==> src/hw/rtl/cmbx_pkg.sv <==
// Package for the coprocessor mailbox: command codes, register offsets, the
// item type passed from the front end through the queue to the back end, and
// the result type of the back end. No dependencies.
package cmbx_pkg;

    localparam logic [1:0] CMD_READ  = 2'd0;
    localparam logic [1:0] CMD_WRITE = 2'd1;
    localparam logic [1:0] CMD_PUSH  = 2'd2;

    localparam logic [19:0] ADDR_CONTROL = 20'h00044;
    localparam logic [19:0] ADDR_STATUS  = 20'h00048;
    localparam logic [11:0] OFS_OUT_CTRL = 12'h110;
    localparam logic [11:0] OFS_IN_CTRL  = 12'h114;
    localparam logic [11:0] OFS_STAGED   = 12'h800;
    localparam logic [11:0] OFS_SEND     = 12'h808;
    localparam logic [11:0] OFS_HEAD_PL  = 12'h830;
    localparam logic [11:0] OFS_HEAD_EP  = 12'h838;
    localparam logic [31:0] CTRL_MASK    = 32'h00F30000;
    localparam int          TYPE_SHIFT   = 52;

    // Management message types.
    localparam logic [7:0] MT_HELLO     = 8'h01;
    localparam logic [7:0] MT_HELLO_ACK = 8'h02;
    localparam logic [7:0] MT_PING      = 8'h03;
    localparam logic [7:0] MT_PONG      = 8'h04;
    localparam logic [7:0] MT_EP_CTRL   = 8'h05;
    localparam logic [7:0] MT_PWR_REQ   = 8'h06;
    localparam logic [7:0] MT_PWR_ACK   = 8'h07;
    localparam logic [7:0] MT_MAP       = 8'h08;
    localparam logic [7:0] MT_HOST_PWR  = 8'h0B;

    localparam logic [1:0] HS_IDLE     = 2'd0;
    localparam logic [1:0] HS_WAIT_ACK = 2'd1;
    localparam logic [1:0] HS_WAIT_MAP = 2'd2;
    localparam logic [1:0] HS_BOOTED   = 2'd3;

    // Classified operation handed from the front end to the back end.
    localparam logic [3:0] OP_NONE     = 4'd0;
    localparam logic [3:0] OP_RD_CTRL  = 4'd1;
    localparam logic [3:0] OP_RD_STAT  = 4'd2;
    localparam logic [3:0] OP_RD_OUTC  = 4'd3;
    localparam logic [3:0] OP_RD_INC   = 4'd4;
    localparam logic [3:0] OP_RD_HPL   = 4'd5;
    localparam logic [3:0] OP_RD_HEP   = 4'd6;
    localparam logic [3:0] OP_RD_STG   = 4'd7;
    localparam logic [3:0] OP_WR_CTRL  = 4'd8;
    localparam logic [3:0] OP_WR_OUTC  = 4'd9;
    localparam logic [3:0] OP_WR_INC   = 4'd10;
    localparam logic [3:0] OP_WR_STG   = 4'd11;
    localparam logic [3:0] OP_SEND     = 4'd12;
    localparam logic [3:0] OP_PUSH     = 4'd13;

    typedef struct packed {
        logic [3:0]  op;
        logic [63:0] data;
        logic [7:0]  endpoint;
    } op_t;

    typedef struct packed {
        logic [63:0] read_data;
        logic        irq_inbox_not_empty;
        logic        irq_inbox_empty;
        logic        overflow_dropped;
        logic        message_unhandled;
    } res_t;

endpackage

==> src/hw/rtl/cmbx_if.sv <==
// Valid/ready channel interfaces for the mailbox items and results.
// No dependencies.
interface cmbx_req_if;
    logic        valid;
    logic        ready;
    logic [1:0]  cmd;
    logic [19:0] address;
    logic [63:0] write_data;
    logic [7:0]  endpoint;
    modport source (output valid, cmd, address, write_data, endpoint, input ready);
    modport sink (input valid, cmd, address, write_data, endpoint, output ready);
endinterface

interface cmbx_rsp_if;
    logic        valid;
    logic        ready;
    logic [63:0] read_data;
    logic        irq_inbox_not_empty;
    logic        irq_inbox_empty;
    logic        overflow_dropped;
    logic        message_unhandled;
    modport source (output valid, read_data, irq_inbox_not_empty, irq_inbox_empty,
                    overflow_dropped, message_unhandled, input ready);
    modport sink (input valid, read_data, irq_inbox_not_empty, irq_inbox_empty,
                  overflow_dropped, message_unhandled, output ready);
endinterface

==> src/hw/rtl/cmbx_front.sv <==
// Front end: accepts a transaction, decodes its address and registers the
// classified operation. Depends on cmbx_pkg.
module cmbx_front (
    input  logic             clk,
    input  logic             rst_n,
    input  logic             in_valid,
    output logic             in_ready,
    input  logic [1:0]       cmd,
    input  logic [19:0]      address,
    input  logic [63:0]      write_data,
    input  logic [7:0]       endpoint,
    input  logic [19:0]      base,
    output logic             op_valid,
    input  logic             op_ready,
    output cmbx_pkg::op_t    op
);
    import cmbx_pkg::*;

    logic        valid_reg;
    op_t         op_reg;
    op_t         op_next;
    logic        in_win;
    logic [19:0] rel;

    assign rel    = address - base;
    assign in_win = ({1'b0, address} >= {1'b0, base}) &&
                    ({1'b0, address} < {1'b0, base} + 21'h01000);

    always_comb
    begin
        op_next.op       = OP_NONE;
        op_next.data     = write_data;
        op_next.endpoint = endpoint;
        if (cmd == CMD_PUSH)
        begin
            op_next.op = OP_PUSH;
        end
        else if (cmd == CMD_READ)
        begin
            if (address == ADDR_CONTROL)
                op_next.op = OP_RD_CTRL;
            else if (address == ADDR_STATUS)
                op_next.op = OP_RD_STAT;
            else if (in_win)
            begin
                case (rel[11:0])
                    OFS_OUT_CTRL: op_next.op = OP_RD_OUTC;
                    OFS_IN_CTRL:  op_next.op = OP_RD_INC;
                    OFS_HEAD_PL:  op_next.op = OP_RD_HPL;
                    OFS_HEAD_EP:  op_next.op = OP_RD_HEP;
                    OFS_STAGED:   op_next.op = OP_RD_STG;
                    default:      op_next.op = OP_NONE;
                endcase
            end
        end
        else if (cmd == CMD_WRITE)
        begin
            if (address == ADDR_CONTROL)
                op_next.op = OP_WR_CTRL;
            else if (address == ADDR_STATUS)
                op_next.op = OP_NONE;
            else if (in_win)
            begin
                case (rel[11:0])
                    OFS_OUT_CTRL: op_next.op = OP_WR_OUTC;
                    OFS_IN_CTRL:  op_next.op = OP_WR_INC;
                    OFS_STAGED:   op_next.op = OP_WR_STG;
                    OFS_SEND:     op_next.op = OP_SEND;
                    default:      op_next.op = OP_NONE;
                endcase
            end
        end
    end

    assign in_ready = !valid_reg || op_ready;
    assign op_valid = valid_reg;
    assign op       = op_reg;

    always_ff @(posedge clk or negedge rst_n)
    begin
        if (!rst_n)
            valid_reg <= 1'b0;
        else if (in_ready)
            valid_reg <= in_valid;
    end

    always_ff @(posedge clk)
    begin
        if (in_ready && in_valid)
            op_reg <= op_next;
    end
endmodule

==> src/hw/rtl/cmbx_queue.sv <==
// Short queue between the front end and the back end.
// Depends on cmbx_pkg.
module cmbx_queue (
    input  logic          clk,
    input  logic          rst_n,
    input  logic          wr_valid,
    output logic          wr_ready,
    input  cmbx_pkg::op_t wr_op,
    output logic          rd_valid,
    input  logic          rd_ready,
    output cmbx_pkg::op_t rd_op
);
    import cmbx_pkg::*;

    op_t        slot_reg [2];
    logic       wp_reg;
    logic       rp_reg;
    logic [1:0] cnt_reg;
    logic       push;
    logic       pop;

    assign wr_ready = cnt_reg != 2'd2;
    assign rd_valid = cnt_reg != 2'd0;
    assign rd_op    = slot_reg[rp_reg];
    assign push     = wr_valid && wr_ready;
    assign pop      = rd_valid && rd_ready;

    always_ff @(posedge clk or negedge rst_n)
    begin
        if (!rst_n)
        begin
            wp_reg  <= 1'b0;
            rp_reg  <= 1'b0;
            cnt_reg <= 2'd0;
        end
        else
        begin
            if (push)
                wp_reg <= !wp_reg;
            if (pop)
                rp_reg <= !rp_reg;
            cnt_reg <= cnt_reg + {1'b0, push} - {1'b0, pop};
        end
    end

    always_ff @(posedge clk)
    begin
        if (push)
            slot_reg[wp_reg] <= wr_op;
    end
endmodule

==> src/hw/rtl/cmbx_back.sv <==
// Back end: register file, inbound message FIFO and the endpoint-0 management
// responder, with a registered result output. Depends on cmbx_pkg.
module cmbx_back #(
    parameter int FIFO_DEPTH = 16
) (
    input  logic           clk,
    input  logic           rst_n,
    input  logic           op_valid,
    output logic           op_ready,
    input  cmbx_pkg::op_t  op,
    input  logic [63:0]    map01,
    input  logic [63:0]    map23,
    input  logic [63:0]    map45,
    input  logic [63:0]    map67,
    output logic           res_valid,
    input  logic           res_ready,
    output cmbx_pkg::res_t res
);
    import cmbx_pkg::*;

    localparam int AW = $clog2(FIFO_DEPTH);
    localparam int CW = $clog2(FIFO_DEPTH + 1);
    localparam logic [CW-1:0] DEPTH_C = CW'(FIFO_DEPTH);
    localparam logic [AW:0]   DEPTH_W = (AW + 1)'(FIFO_DEPTH);
    localparam logic [AW-1:0] LAST_IDX = AW'(FIFO_DEPTH - 1);
    localparam logic [63:0]   HELLO_MSG = {4'd0, MT_HELLO, 52'h00000_000C_000B};

    // Sequencer states.
    localparam logic [1:0] ST_EXEC = 2'd0;
    localparam logic [1:0] ST_PUSH = 2'd1;
    localparam logic [1:0] ST_DONE = 2'd2;

    logic [1:0]    st_reg;
    op_t           cur_reg;
    logic [31:0]   ctrl_reg;
    logic [2:0]    status_reg;
    logic [31:0]   outc_reg;
    logic [31:0]   inc_reg;
    logic [63:0]   staged_reg;
    logic [63:0]   fpl_mem [FIFO_DEPTH];
    logic [7:0]    fep_mem [FIFO_DEPTH];
    logic [AW-1:0] head_reg;
    logic [CW-1:0] count_reg;
    logic [1:0]    hs_reg;
    logic [15:0]   ver_reg;
    logic [3:0]    nblk_reg;
    logic          pwr_pend_reg;
    logic [15:0]   cpwr_reg;
    logic [15:0]   hpwr_reg;
    logic [255:0]  running_reg;
    logic          pend_reg;
    logic [63:0]   pmsg_reg;
    logic [7:0]    pep_reg;
    logic [63:0]   rd_reg;
    logic          unh_reg;
    logic          rvalid_reg;
    res_t          res_reg;

    logic [31:0]   blk [8];
    logic [7:0]    nz;
    logic [2:0]    last_b;
    logic [2:0]    start_b;
    logic [2:0]    pick_b;
    logic [63:0]   map_body;
    logic [AW:0]   tail_sum;
    logic [AW-1:0] tail;
    logic [7:0]    mtype;
    logic [15:0]   mst;
    logic          boot_now;
    logic          done_fire;
    op_t           exec_op;

    assign blk[0] = map01[31:0];
    assign blk[1] = map01[63:32];
    assign blk[2] = map23[31:0];
    assign blk[3] = map23[63:32];
    assign blk[4] = map45[31:0];
    assign blk[5] = map45[63:32];
    assign blk[6] = map67[31:0];
    assign blk[7] = map67[63:32];

    // Map block search over the eight blocks. A hello acknowledgment restarts
    // the paging from block 0.
    always_comb
    begin
        for (int i = 0; i < 8; i++)
            nz[i] = blk[i] != 32'd0;
        last_b = 3'd0;
        for (int i = 1; i < 8; i++)
            if (nz[i])
                last_b = 3'(i);
        start_b = (mtype == MT_HELLO_ACK) ? 3'd0 :
                  ((nblk_reg > 4'd7) ? 3'd7 : nblk_reg[2:0]);
        pick_b  = last_b;
        if (start_b >= last_b)
            pick_b = start_b;
        else
            for (int i = 7; i >= 0; i--)
                if (3'(i) >= start_b && 3'(i) < last_b && nz[i])
                    pick_b = 3'(i);
        map_body = {29'd0, pick_b, blk[pick_b]};
        if (pick_b >= last_b)
            map_body[51] = 1'b1;
    end

    // A send takes the staged payload; a foreign-endpoint send just flags unhandled.
    always_comb
    begin
        exec_op = op;
        if (op.op == OP_SEND)
        begin
            exec_op.data = staged_reg;
            if (op.data[7:0] != 8'd0)
                exec_op.op = OP_NONE;
        end
    end

    assign boot_now = op.op == OP_WR_CTRL && op.data[4] && !ctrl_reg[4] && hs_reg == HS_IDLE;

    assign tail_sum  = (AW + 1)'(head_reg) + (AW + 1)'(count_reg);
    assign tail      = (tail_sum >= DEPTH_W) ? AW'(tail_sum - DEPTH_W) : AW'(tail_sum);
    assign mtype     = cur_reg.data[59:52];
    assign mst       = cur_reg.data[15:0];
    assign done_fire = st_reg == ST_DONE && (!rvalid_reg || res_ready);

    assign op_ready  = st_reg == ST_EXEC && (!rvalid_reg || res_ready);
    assign res_valid = rvalid_reg;
    assign res       = res_reg;

    always_ff @(posedge clk or negedge rst_n)
    begin
        if (!rst_n)
        begin
            st_reg       <= ST_EXEC;
            ctrl_reg     <= '0;
            status_reg   <= 3'd2;
            outc_reg     <= '0;
            inc_reg      <= '0;
            staged_reg   <= '0;
            head_reg     <= '0;
            count_reg    <= '0;
            hs_reg       <= HS_IDLE;
            ver_reg      <= '0;
            nblk_reg     <= '0;
            pwr_pend_reg <= 1'b0;
            cpwr_reg     <= '0;
            hpwr_reg     <= '0;
            running_reg  <= '0;
            pend_reg     <= 1'b0;
            rvalid_reg   <= 1'b0;
        end
        else
        begin
            if (done_fire)
                rvalid_reg <= 1'b1;
            else if (res_ready)
                rvalid_reg <= 1'b0;
            case (st_reg)
                ST_EXEC:
                begin
                    if (op_valid && op_ready)
                    begin
                        st_reg   <= ST_PUSH;
                        cur_reg  <= exec_op;
                        pend_reg <= op.op == OP_PUSH || boot_now;
                        unh_reg  <= op.op == OP_SEND && op.data[7:0] != 8'd0;
                        pep_reg  <= boot_now ? 8'd0 : op.endpoint;
                        pmsg_reg <= boot_now ? HELLO_MSG : op.data;
                        case (op.op)
                            OP_RD_CTRL: rd_reg <= {32'd0, ctrl_reg};
                            OP_RD_STAT: rd_reg <= {61'd0, status_reg};
                            OP_RD_OUTC: rd_reg <= {32'd0, outc_reg | 32'h20000};
                            OP_RD_INC:
                            begin
                                rd_reg <= {32'd0, (inc_reg & ~CTRL_MASK)
                                    | ((count_reg == '0) ? 32'h20000 : 32'h0)
                                    | ((count_reg >= DEPTH_C) ? 32'h10000 : 32'h0)
                                    | {8'd0, 4'(count_reg), 20'd0}};
                            end
                            OP_RD_HPL:
                                rd_reg <= (count_reg != '0) ? fpl_mem[head_reg] : 64'd0;
                            OP_RD_HEP:
                                rd_reg <= (count_reg != '0) ? {56'd0, fep_mem[head_reg]}
                                                            : 64'd0;
                            OP_RD_STG:  rd_reg <= staged_reg;
                            default:    rd_reg <= '0;
                        endcase
                        case (op.op)
                            OP_RD_HEP:
                                if (count_reg != '0)
                                begin
                                    head_reg  <= (head_reg == LAST_IDX) ? '0
                                                                        : head_reg + AW'(1);
                                    count_reg <= count_reg - CW'(1);
                                end
                            OP_WR_CTRL:
                            begin
                                ctrl_reg <= op.data[31:0];
                                if (boot_now)
                                begin
                                    status_reg <= 3'd1;
                                    hs_reg     <= HS_WAIT_ACK;
                                end
                                else if (!op.data[4] && ctrl_reg[4])
                                begin
                                    status_reg <= 3'd2;
                                    hs_reg     <= HS_IDLE;
                                    count_reg  <= '0;
                                end
                            end
                            OP_WR_OUTC: outc_reg   <= op.data[31:0] & ~CTRL_MASK;
                            OP_WR_INC:  inc_reg    <= op.data[31:0] & ~CTRL_MASK;
                            OP_WR_STG:  staged_reg <= op.data;
                            default:    ;
                        endcase
                    end
                end
                ST_PUSH:
                begin
                    // Management responder runs on the staged message here.
                    st_reg <= ST_DONE;
                    if (cur_reg.op == OP_SEND)
                    begin
                        pep_reg <= 8'd0;
                        case (mtype)
                            MT_HELLO_ACK:
                            begin
                                ver_reg  <= cur_reg.data[31:16];
                                hs_reg   <= HS_WAIT_MAP;
                                pend_reg <= 1'b1;
                                pmsg_reg <= {4'd0, MT_MAP, 52'd0} | map_body;
                            end
                            MT_MAP:
                            begin
                                if (cur_reg.data[51] || !cur_reg.data[0])
                                begin
                                    if (hs_reg == HS_WAIT_MAP)
                                    begin
                                        hs_reg <= HS_BOOTED;
                                        if (pwr_pend_reg)
                                        begin
                                            pwr_pend_reg <= 1'b0;
                                            cpwr_reg     <= 16'h0020;
                                            pend_reg     <= 1'b1;
                                            pmsg_reg <= {4'd0, MT_PWR_ACK, 52'h20};
                                        end
                                    end
                                end
                                else
                                begin
                                    pend_reg <= 1'b1;
                                    pmsg_reg <= {4'd0, MT_MAP, 52'd0} | map_body;
                                end
                            end
                            MT_PING:
                            begin
                                pend_reg <= 1'b1;
                                pmsg_reg <= {4'd0, MT_PONG, cur_reg.data[51:0]};
                            end
                            MT_EP_CTRL:
                                running_reg[cur_reg.data[39:32]] <=
                                    cur_reg.data[1:0] == 2'd2;
                            MT_PWR_REQ:
                            begin
                                if (mst == 16'h0220 || mst == 16'h0020)
                                begin
                                    if (hs_reg == HS_BOOTED)
                                    begin
                                        cpwr_reg <= 16'h0020;
                                        pend_reg <= 1'b1;
                                        pmsg_reg <= {4'd0, MT_PWR_ACK, 52'h20};
                                    end
                                    else
                                    begin
                                        pwr_pend_reg <= 1'b1;
                                        if (hs_reg == HS_IDLE)
                                        begin
                                            status_reg <= 3'd1;
                                            hs_reg     <= HS_WAIT_ACK;
                                            pend_reg   <= 1'b1;
                                            pmsg_reg   <= HELLO_MSG;
                                        end
                                    end
                                end
                                else
                                begin
                                    cpwr_reg <= mst;
                                    pend_reg <= 1'b1;
                                    pmsg_reg <= {4'd0, MT_PWR_ACK, 36'd0, mst};
                                end
                            end
                            MT_HOST_PWR:
                            begin
                                hpwr_reg <= mst;
                                pend_reg <= 1'b1;
                                pmsg_reg <= {4'd0, MT_HOST_PWR, 36'd0, mst};
                            end
                            default: unh_reg <= 1'b1;
                        endcase
                        if (mtype == MT_MAP || mtype == MT_HELLO_ACK)
                            nblk_reg <= (mtype == MT_MAP && (cur_reg.data[51]
                                || !cur_reg.data[0])) ? nblk_reg
                                : 4'({1'b0, map_body[34:32]} + 4'd1);
                    end
                end
                ST_DONE:
                begin
                    // FIFO write and result registration.
                    if (done_fire)
                    begin
                        st_reg <= ST_EXEC;
                        if (pend_reg && count_reg < DEPTH_C)
                            count_reg <= count_reg + CW'(1);
                        res_reg.read_data           <= rd_reg;
                        res_reg.irq_inbox_not_empty <=
                            (pend_reg && count_reg < DEPTH_C) || count_reg != '0;
                        res_reg.irq_inbox_empty     <=
                            !((pend_reg && count_reg < DEPTH_C) || count_reg != '0);
                        res_reg.overflow_dropped    <= pend_reg && count_reg >= DEPTH_C;
                        res_reg.message_unhandled   <= unh_reg;
                    end
                end
                default: st_reg <= ST_EXEC;
            endcase
        end
    end

    always_ff @(posedge clk)
    begin
        if (done_fire && pend_reg && count_reg < DEPTH_C)
        begin
            fpl_mem[tail] <= pmsg_reg;
            fep_mem[tail] <= pep_reg;
        end
    end

    a_count_bound: assert property (@(posedge clk) disable iff (!rst_n)
        count_reg <= DEPTH_C) else $error("FIFO count above depth");
    a_ovf_full: assert property (@(posedge clk) disable iff (!rst_n)
        rvalid_reg && res_reg.overflow_dropped |-> count_reg == DEPTH_C)
        else $error("overflow flagged with room in FIFO");
    a_irq_excl: assert property (@(posedge clk) disable iff (!rst_n)
        rvalid_reg |-> res_reg.irq_inbox_empty != res_reg.irq_inbox_not_empty)
        else $error("interrupt levels disagree");
endmodule

==> src/hw/rtl/coprocessor_mailbox_with_boot_handshake.sv <==
// Coprocessor mailbox with boot handshake. Each transaction (bus read, bus
// write or coprocessor-side message push) is decoded by a front stage, passes
// a two-entry queue and is carried out by a back end sequencer whose states
// are execute, management responder, and FIFO update with result register.
// The sequencer takes one transaction at a time; the front stage and queue
// absorb up to three more while it works. A write to 0x44 boots or stops the
// coprocessor, a send on endpoint 0 is answered autonomously by pushing into
// the 16-entry inbound FIFO, and a push to a full FIFO is dropped with
// overflow_dropped set.
// Depends on cmbx_pkg, cmbx_if, cmbx_front, cmbx_queue and cmbx_back.
module coprocessor_mailbox_with_boot_handshake #(
    parameter int FIFO_DEPTH = 16
) (
    input  logic          clk,
    input  logic          rst_n,
    cmbx_req_if.sink      req,
    cmbx_rsp_if.source    rsp,
    input  logic          psel,
    input  logic          penable,
    input  logic          pwrite,
    input  logic [5:0]    paddr,
    input  logic [63:0]   pwdata,
    output logic [63:0]   prdata,
    output logic          pready
);
    import cmbx_pkg::*;

    logic [19:0] base_reg;
    logic [63:0] map_reg [4];
    logic        f_valid;
    logic        f_ready;
    op_t         f_op;
    logic        q_valid;
    logic        q_ready;
    op_t         q_op;
    res_t        r;
    logic        wr_en;

    assign pready = 1'b1;
    assign wr_en  = psel && penable && pwrite;

    // Configuration registers: base at 0x00, map pairs at 0x08 to 0x20.
    always_ff @(posedge clk or negedge rst_n)
    begin
        if (!rst_n)
        begin
            base_reg   <= 20'h08000;
            map_reg[0] <= 64'h51F;
            map_reg[1] <= '0;
            map_reg[2] <= '0;
            map_reg[3] <= '0;
        end
        else if (wr_en)
        begin
            case (paddr[5:3])
                3'd0: base_reg   <= pwdata[19:0];
                3'd1: map_reg[0] <= pwdata;
                3'd2: map_reg[1] <= pwdata;
                3'd3: map_reg[2] <= pwdata;
                3'd4: map_reg[3] <= pwdata;
                default: ;
            endcase
        end
    end

    always_comb
    begin
        case (paddr[5:3])
            3'd0:    prdata = {44'd0, base_reg};
            3'd1:    prdata = map_reg[0];
            3'd2:    prdata = map_reg[1];
            3'd3:    prdata = map_reg[2];
            3'd4:    prdata = map_reg[3];
            default: prdata = '0;
        endcase
    end

    cmbx_front u_front (
        .clk(clk), .rst_n(rst_n),
        .in_valid(req.valid), .in_ready(req.ready),
        .cmd(req.cmd), .address(req.address),
        .write_data(req.write_data), .endpoint(req.endpoint),
        .base(base_reg),
        .op_valid(f_valid), .op_ready(f_ready), .op(f_op)
    );

    cmbx_queue u_queue (
        .clk(clk), .rst_n(rst_n),
        .wr_valid(f_valid), .wr_ready(f_ready), .wr_op(f_op),
        .rd_valid(q_valid), .rd_ready(q_ready), .rd_op(q_op)
    );

    cmbx_back #(.FIFO_DEPTH(FIFO_DEPTH)) u_back (
        .clk(clk), .rst_n(rst_n),
        .op_valid(q_valid), .op_ready(q_ready), .op(q_op),
        .map01(map_reg[0]), .map23(map_reg[1]),
        .map45(map_reg[2]), .map67(map_reg[3]),
        .res_valid(rsp.valid), .res_ready(rsp.ready), .res(r)
    );

    assign rsp.read_data           = r.read_data;
    assign rsp.irq_inbox_not_empty = r.irq_inbox_not_empty;
    assign rsp.irq_inbox_empty     = r.irq_inbox_empty;
    assign rsp.overflow_dropped    = r.overflow_dropped;
    assign rsp.message_unhandled   = r.message_unhandled;
endmodule

==> src/flat_wrapper.sv <==
// flat-port wrapper written by rule: the top's interface ports become plain ports
module coprocessor_mailbox_with_boot_handshake_flat import cmbx_pkg::*;
#(
    parameter int FIFO_DEPTH = 16
)
  (clk, rst_n, psel, penable, pwrite, paddr, pwdata, prdata, pready, req_valid, req_cmd, req_address, req_write_data, req_endpoint, req_ready, rsp_valid, rsp_read_data, rsp_irq_inbox_not_empty, rsp_irq_inbox_empty, rsp_overflow_dropped, rsp_message_unhandled, rsp_ready);
  cmbx_req_if req_i ();
  cmbx_rsp_if rsp_i ();
  input  logic clk;
  input  logic rst_n;
  input  logic psel;
  input  logic penable;
  input  logic pwrite;
  input  logic [5:0] paddr;
  input  logic [63:0] pwdata;
  output logic [63:0] prdata;
  output logic pready;
  input wire logic [$bits(req_i.valid)-1:0] req_valid;
  input wire logic [$bits(req_i.cmd)-1:0] req_cmd;
  input wire logic [$bits(req_i.address)-1:0] req_address;
  input wire logic [$bits(req_i.write_data)-1:0] req_write_data;
  input wire logic [$bits(req_i.endpoint)-1:0] req_endpoint;
  output wire logic [$bits(req_i.ready)-1:0] req_ready;
  output wire logic [$bits(rsp_i.valid)-1:0] rsp_valid;
  output wire logic [$bits(rsp_i.read_data)-1:0] rsp_read_data;
  output wire logic [$bits(rsp_i.irq_inbox_not_empty)-1:0] rsp_irq_inbox_not_empty;
  output wire logic [$bits(rsp_i.irq_inbox_empty)-1:0] rsp_irq_inbox_empty;
  output wire logic [$bits(rsp_i.overflow_dropped)-1:0] rsp_overflow_dropped;
  output wire logic [$bits(rsp_i.message_unhandled)-1:0] rsp_message_unhandled;
  input wire logic [$bits(rsp_i.ready)-1:0] rsp_ready;
  assign req_i.valid = req_valid;
  assign req_i.cmd = req_cmd;
  assign req_i.address = req_address;
  assign req_i.write_data = req_write_data;
  assign req_i.endpoint = req_endpoint;
  assign req_ready = req_i.ready;
  assign rsp_valid = rsp_i.valid;
  assign rsp_read_data = rsp_i.read_data;
  assign rsp_irq_inbox_not_empty = rsp_i.irq_inbox_not_empty;
  assign rsp_irq_inbox_empty = rsp_i.irq_inbox_empty;
  assign rsp_overflow_dropped = rsp_i.overflow_dropped;
  assign rsp_message_unhandled = rsp_i.message_unhandled;
  assign rsp_i.ready = rsp_ready;
  coprocessor_mailbox_with_boot_handshake #(.FIFO_DEPTH(FIFO_DEPTH)) u_core (.clk(clk), .rst_n(rst_n), .req(req_i), .rsp(rsp_i), .psel(psel), .penable(penable), .pwrite(pwrite), .paddr(paddr), .pwdata(pwdata), .prdata(prdata), .pready(pready));
endmodule
==> config.mk <==
export PLATFORM = sky130hd
export DESIGN_NAME = coprocessor_mailbox_with_boot_handshake_flat
export DESIGN_NICKNAME = d
export VERILOG_FILES = /design/src/hw/rtl/cmbx_pkg.sv /design/src/hw/rtl/cmbx_if.sv /design/src/hw/rtl/cmbx_front.sv /design/src/hw/rtl/cmbx_queue.sv /design/src/hw/rtl/cmbx_back.sv /design/src/hw/rtl/coprocessor_mailbox_with_boot_handshake.sv /design/src/flat_wrapper.sv
export SDC_FILE = /design/constraint.sdc
export NUM_CORES = 2
export LEC_CHECK = 0
export BUFFER_PORTS_ARGS = -buffer_cell sky130_fd_sc_hd__buf_4
export CORE_ASPECT_RATIO = 0.9
export CORE_MARGIN = 3
export CORE_UTILIZATION = 44
export CTS_BUF_LIST = sky130_fd_sc_hd__clkbuf_4 sky130_fd_sc_hd__clkbuf_8 sky130_fd_sc_hd__clkbuf_16
export DETAILED_ROUTE_END_ITERATION = 10
export PLACE_DENSITY_LB_ADDON = 0.2
export SLEW_MARGIN = 20
export SYNTH_ARGS = -nofsm -noshare
export SYNTH_HDL_FRONTEND = slang
export SYNTH_SLANG_ARGS = --single-unit
==> constraint.sdc <==
create_clock -name clk -period 8.5 [get_ports clk]
set_input_delay 0 -clock clk [delete_from_list [all_inputs] [get_ports clk]]
set_output_delay 0 -clock clk [all_outputs]
set_load 0.02 [all_outputs]
==> impl_metrics.env <==
export IMPL_status="finished clean"
export IMPL_vdd_drop_max_mv=0.228
export IMPL_cpPeakStageDelay_ps=750
export IMPL_cpMaxStageDelayCell="nor4_1"
export IMPL_min_period_ps=6650
export IMPL_max_freq_mhz=150
export IMPL_cp_top_family="compound AO/OA/AOI/OAI gates"
export IMPL_synthSimpleGateAreaFrac_pct=4.34
export IMPL_drv_cap=0
export IMPL_cp_required_ps=9100
export IMPL_cp_arrival_ps=7250
export IMPL_dp_cells=7548
export IMPL_initial_core_util_pct=44.4
export IMPL_instances_no_fill=8266
export IMPL_slew_viol_final=0
export IMPL_tightest_slew_ps=1390
export IMPL_gr_usage_all_layers_pct=23.7
export IMPL_drt_iter0_drc=5301
export IMPL_grt_pass1_wl_um=346000
export IMPL_gr_total_overflow=0
export IMPL_areaGrowthSynthToFinish_pct=18.7
export IMPL_syn_area_um2=85000
export IMPL_hp_class="primary input to flop"
export IMPL_coreArea_um2=191000
export IMPL_rsz0062_at_grt="false"
export IMPL_critPathBufInv=2
export IMPL_gp_congestion=0.890
export IMPL_htreeDepth=4
export IMPL_setup_violations=0
export IMPL_synth_top_family_by_area="multiplexers"
export IMPL_cts_root_buffer_cell="clkbuf_16"
export IMPL_fin_skew_ps=50.6
export IMPL_ant_nets=0
export IMPL_ys_seq_area_share_pct=71.6
export IMPL_relSlewSlack_pct=6.33
export IMPL_use_met2_pct=36.8
export IMPL_critPathMaxFanout=50
export IMPL_clk_pin_slew_ps=60
export IMPL_final_util_pct=52.7
export IMPL_p_leak_nw=35.7
export IMPL_synth_avg_cell_area_um2=17.4
export IMPL_synth_seq_cells=2100
export IMPL_yosys_warnings=0
export IMPL_tritoncts="yes"
export IMPL_cp_end_kind="flop"
export IMPL_power_per_cell_area_nw_per_um2=309
export IMPL_cts_buffers=211
export IMPL_rows=152
export IMPL_vias_per_cell=5.94
export IMPL_synth_xor_area_share_pct=0.227
export IMPL_syn_nets=5095
export IMPL_vias=49100
export IMPL_final_hold_viol_count=0
export IMPL_dp_hpwl_um=143000
export IMPL_drive_gt1_share_pct=26.6
export IMPL_setup_tns_ps=0
export IMPL_critPathLaunchType="flop"
export IMPL_grt_max_degree=176
export IMPL_die_w_um=469
export IMPL_finalPower_w=0.0312
export IMPL_avgRoutedWirePerCell_um=28.8
export IMPL_die_area_um2=198000
export IMPL_io_buffers=301
export IMPL_die_h_um=423
export IMPL_synth_edf_count=1649
export IMPL_synthCells=4878
export IMPL_post_cts_buffers=0
export IMPL_ios=306
export IMPL_insertion_delay_ps=860
export IMPL_final_common_cell="edfxtp_1"
export IMPL_synthMuxAreaShare_pct=15.7
export IMPL_synthFlopType="edfxtp_1"
export IMPL_largest_reg_flops=1024
export IMPL_fin_nets=5748
export IMPL_cts_resized=0
export IMPL_synth_adder_area_share_pct=0.686
export IMPL_wl_um=238000
export IMPL_met3_usage_pct=3.63
export IMPL_grt_pass1_vias=49100
export IMPL_timing_worst_setup_path_type="flop to flop"
export IMPL_drcViolationCount=0
export IMPL_ctsHoldBuffers=310
export IMPL_cts_sinks=2100
export IMPL_crit_chain="nor4_1 -> nand4_1 -> or2_1 -> o21a_1 -> a21oi_1 -> or2_2 -> ha_1 -> nand2b_1 -> a21o_1 -> a21oi_1 -> nand3_2 -> o21ai_4 -> a2bb2oi_4 -> buf_4 -> buf_4 -> mux2i_1 -> o22ai_1 -> a211o_1"
export IMPL_async_reset_ff_share_pct=21.5
export IMPL_antenna_found_initial=12
export IMPL_synth_compound_area_share_pct=5.92
export IMPL_ys_types=93
export IMPL_busiest_layer="met2"
export IMPL_ctsLongestPathBuffers=3
export IMPL_first_pass_iters=7
export IMPL_most_common_layout_cells="1649 x edfxtp_1, 437 x dfrtp_1, 391 x buf_4"
export IMPL_grt_util_met1_pct=34.9
export IMPL_min_period_over_period_pct=78.2
per-stage QoR:
step	instance area [µm²]	hold slack (ps)	setup WS, ps
finish	101000	76.2	1850
global route	101000	35.2	1570
CTS	101000	1.86	1930
detailed placement	90400	49.9	1960
global placement	90400	42.3	1960
floorplan	85000	-296	3420
layer usage:
| metal | up-vias | part of all wire [%] |
|---|---|---|
| met1 | 26000 | 44 |
| met3 | 338 | 6.7 |
| met5 | - | 0.0055 |
| li1 | 20800 | - |
| met4 | 2 | 2.8 |
| met2 | 1930 | 46 |
cells in the mapped netlist (6+ instances only):
cell type | count | area share, %
edfxtp_1 | 1649 | 58
xnor2_1 | 17 | 0.18
mux2_2 | 284 | 3.8
nor2b_1 | 17 | 0.13
a222oi_1 | 7 | 0.082
ha_1 | 45 | 0.66
a22o_1 | 33 | 0.34
o21ai_1 | 9 | 0.053
o221ai_1 | 30 | 0.31
a21o_1 | 12 | 0.11
and2_1 | 10 | 0.074
buf_2 | 6 | 0.035
nor4_1 | 75 | 0.55
clkbuf_1 | 204 | 0.90
nand3_1 | 57 | 0.34
a22oi_1 | 188 | 1.7
or3_1 | 7 | 0.052
a32oi_1 | 11 | 0.11
nand4_1 | 22 | 0.16
dfstp_2 | 9 | 0.28
o22ai_1 | 48 | 0.35
mux2_1 | 17 | 0.23
inv_1 | 44 | 0.19
a31oi_1 | 12 | 0.088
mux2i_1 | 180 | 2.1
buf_4 | 8 | 0.071
nand2_1 | 306 | 1.4
mux4_2 | 360 | 9.5
a211o_1 | 15 | 0.15
dfrtp_1 | 442 | 13
buf_1 | 39 | 0.17
a21oi_1 | 143 | 0.84
and3_1 | 6 | 0.044
nor2_1 | 219 | 0.97
buf_6 | 11 | 0.15
o21ai_0 | 180 | 1.1
a221oi_2 | 9 | 0.16
nand2b_1 | 18 | 0.13
nor3_1 | 19 | 0.11
worst paths after layout:
check                      cells past startpoint             startpoint                              to  slack (ps)
max in group asynchronous                      6                  rst_n       u_core.u_back.nblk_reg[2]        5730
setup reg to reg                              18    u_core.map_reg[150]      u_core.u_back.pmsg_reg[21]        1850
hold reg to reg                                0  u_core.u_front.op[19]  u_core.u_queue.slot_reg[1][19]         400
hold / removal                                 5               paddr[3]             u_core.base_reg[11]          80
setup / recovery                              18    u_core.map_reg[150]      u_core.u_back.pmsg_reg[21]        1850
min in group asynchronous                      3                  rst_n     u_core.u_back.status_reg[1]         340
tightest hold or removal path, delay by kind of cell:
kind	cells	cell delay, ps
simple gates	2	200
compound gates	1	80
buf+inv	2	580
logic make-up after synthesis:
| family | count (synthesis) |
|---|---|
| buffers and inverters | 314 |
| other | 1 |
| multiplexers | 845 |
| XOR/XNOR | 22 |
| AO/OA/AOI/OAI | 751 |
| adder cells (fa/ha/maj) | 46 |
| flip-flops | 2100 |
| AND/OR/NAND/NOR | 799 |
report_power, final:
part	total (W)	internal (W)	switching, W
Sequential	0.0147	0.0132	0.00146
Clock	0.00964	0.00564	0.00400
Combinational	0.00687	0.00293	0.00393
Total	0.0312	0.0218	0.00939
area by class of cell:
type	count	area, µm²
well taps	2541	3180
diodes	8	20.0
repair buffers	708	6190
clock buffers	295	6120
clock inverters	104	1240
multi-input cells	2464	23100
inverters	46	173
fillers	15500	90400
flip-flops and latches	2100	60800
(Power assumes the default switching activity.)
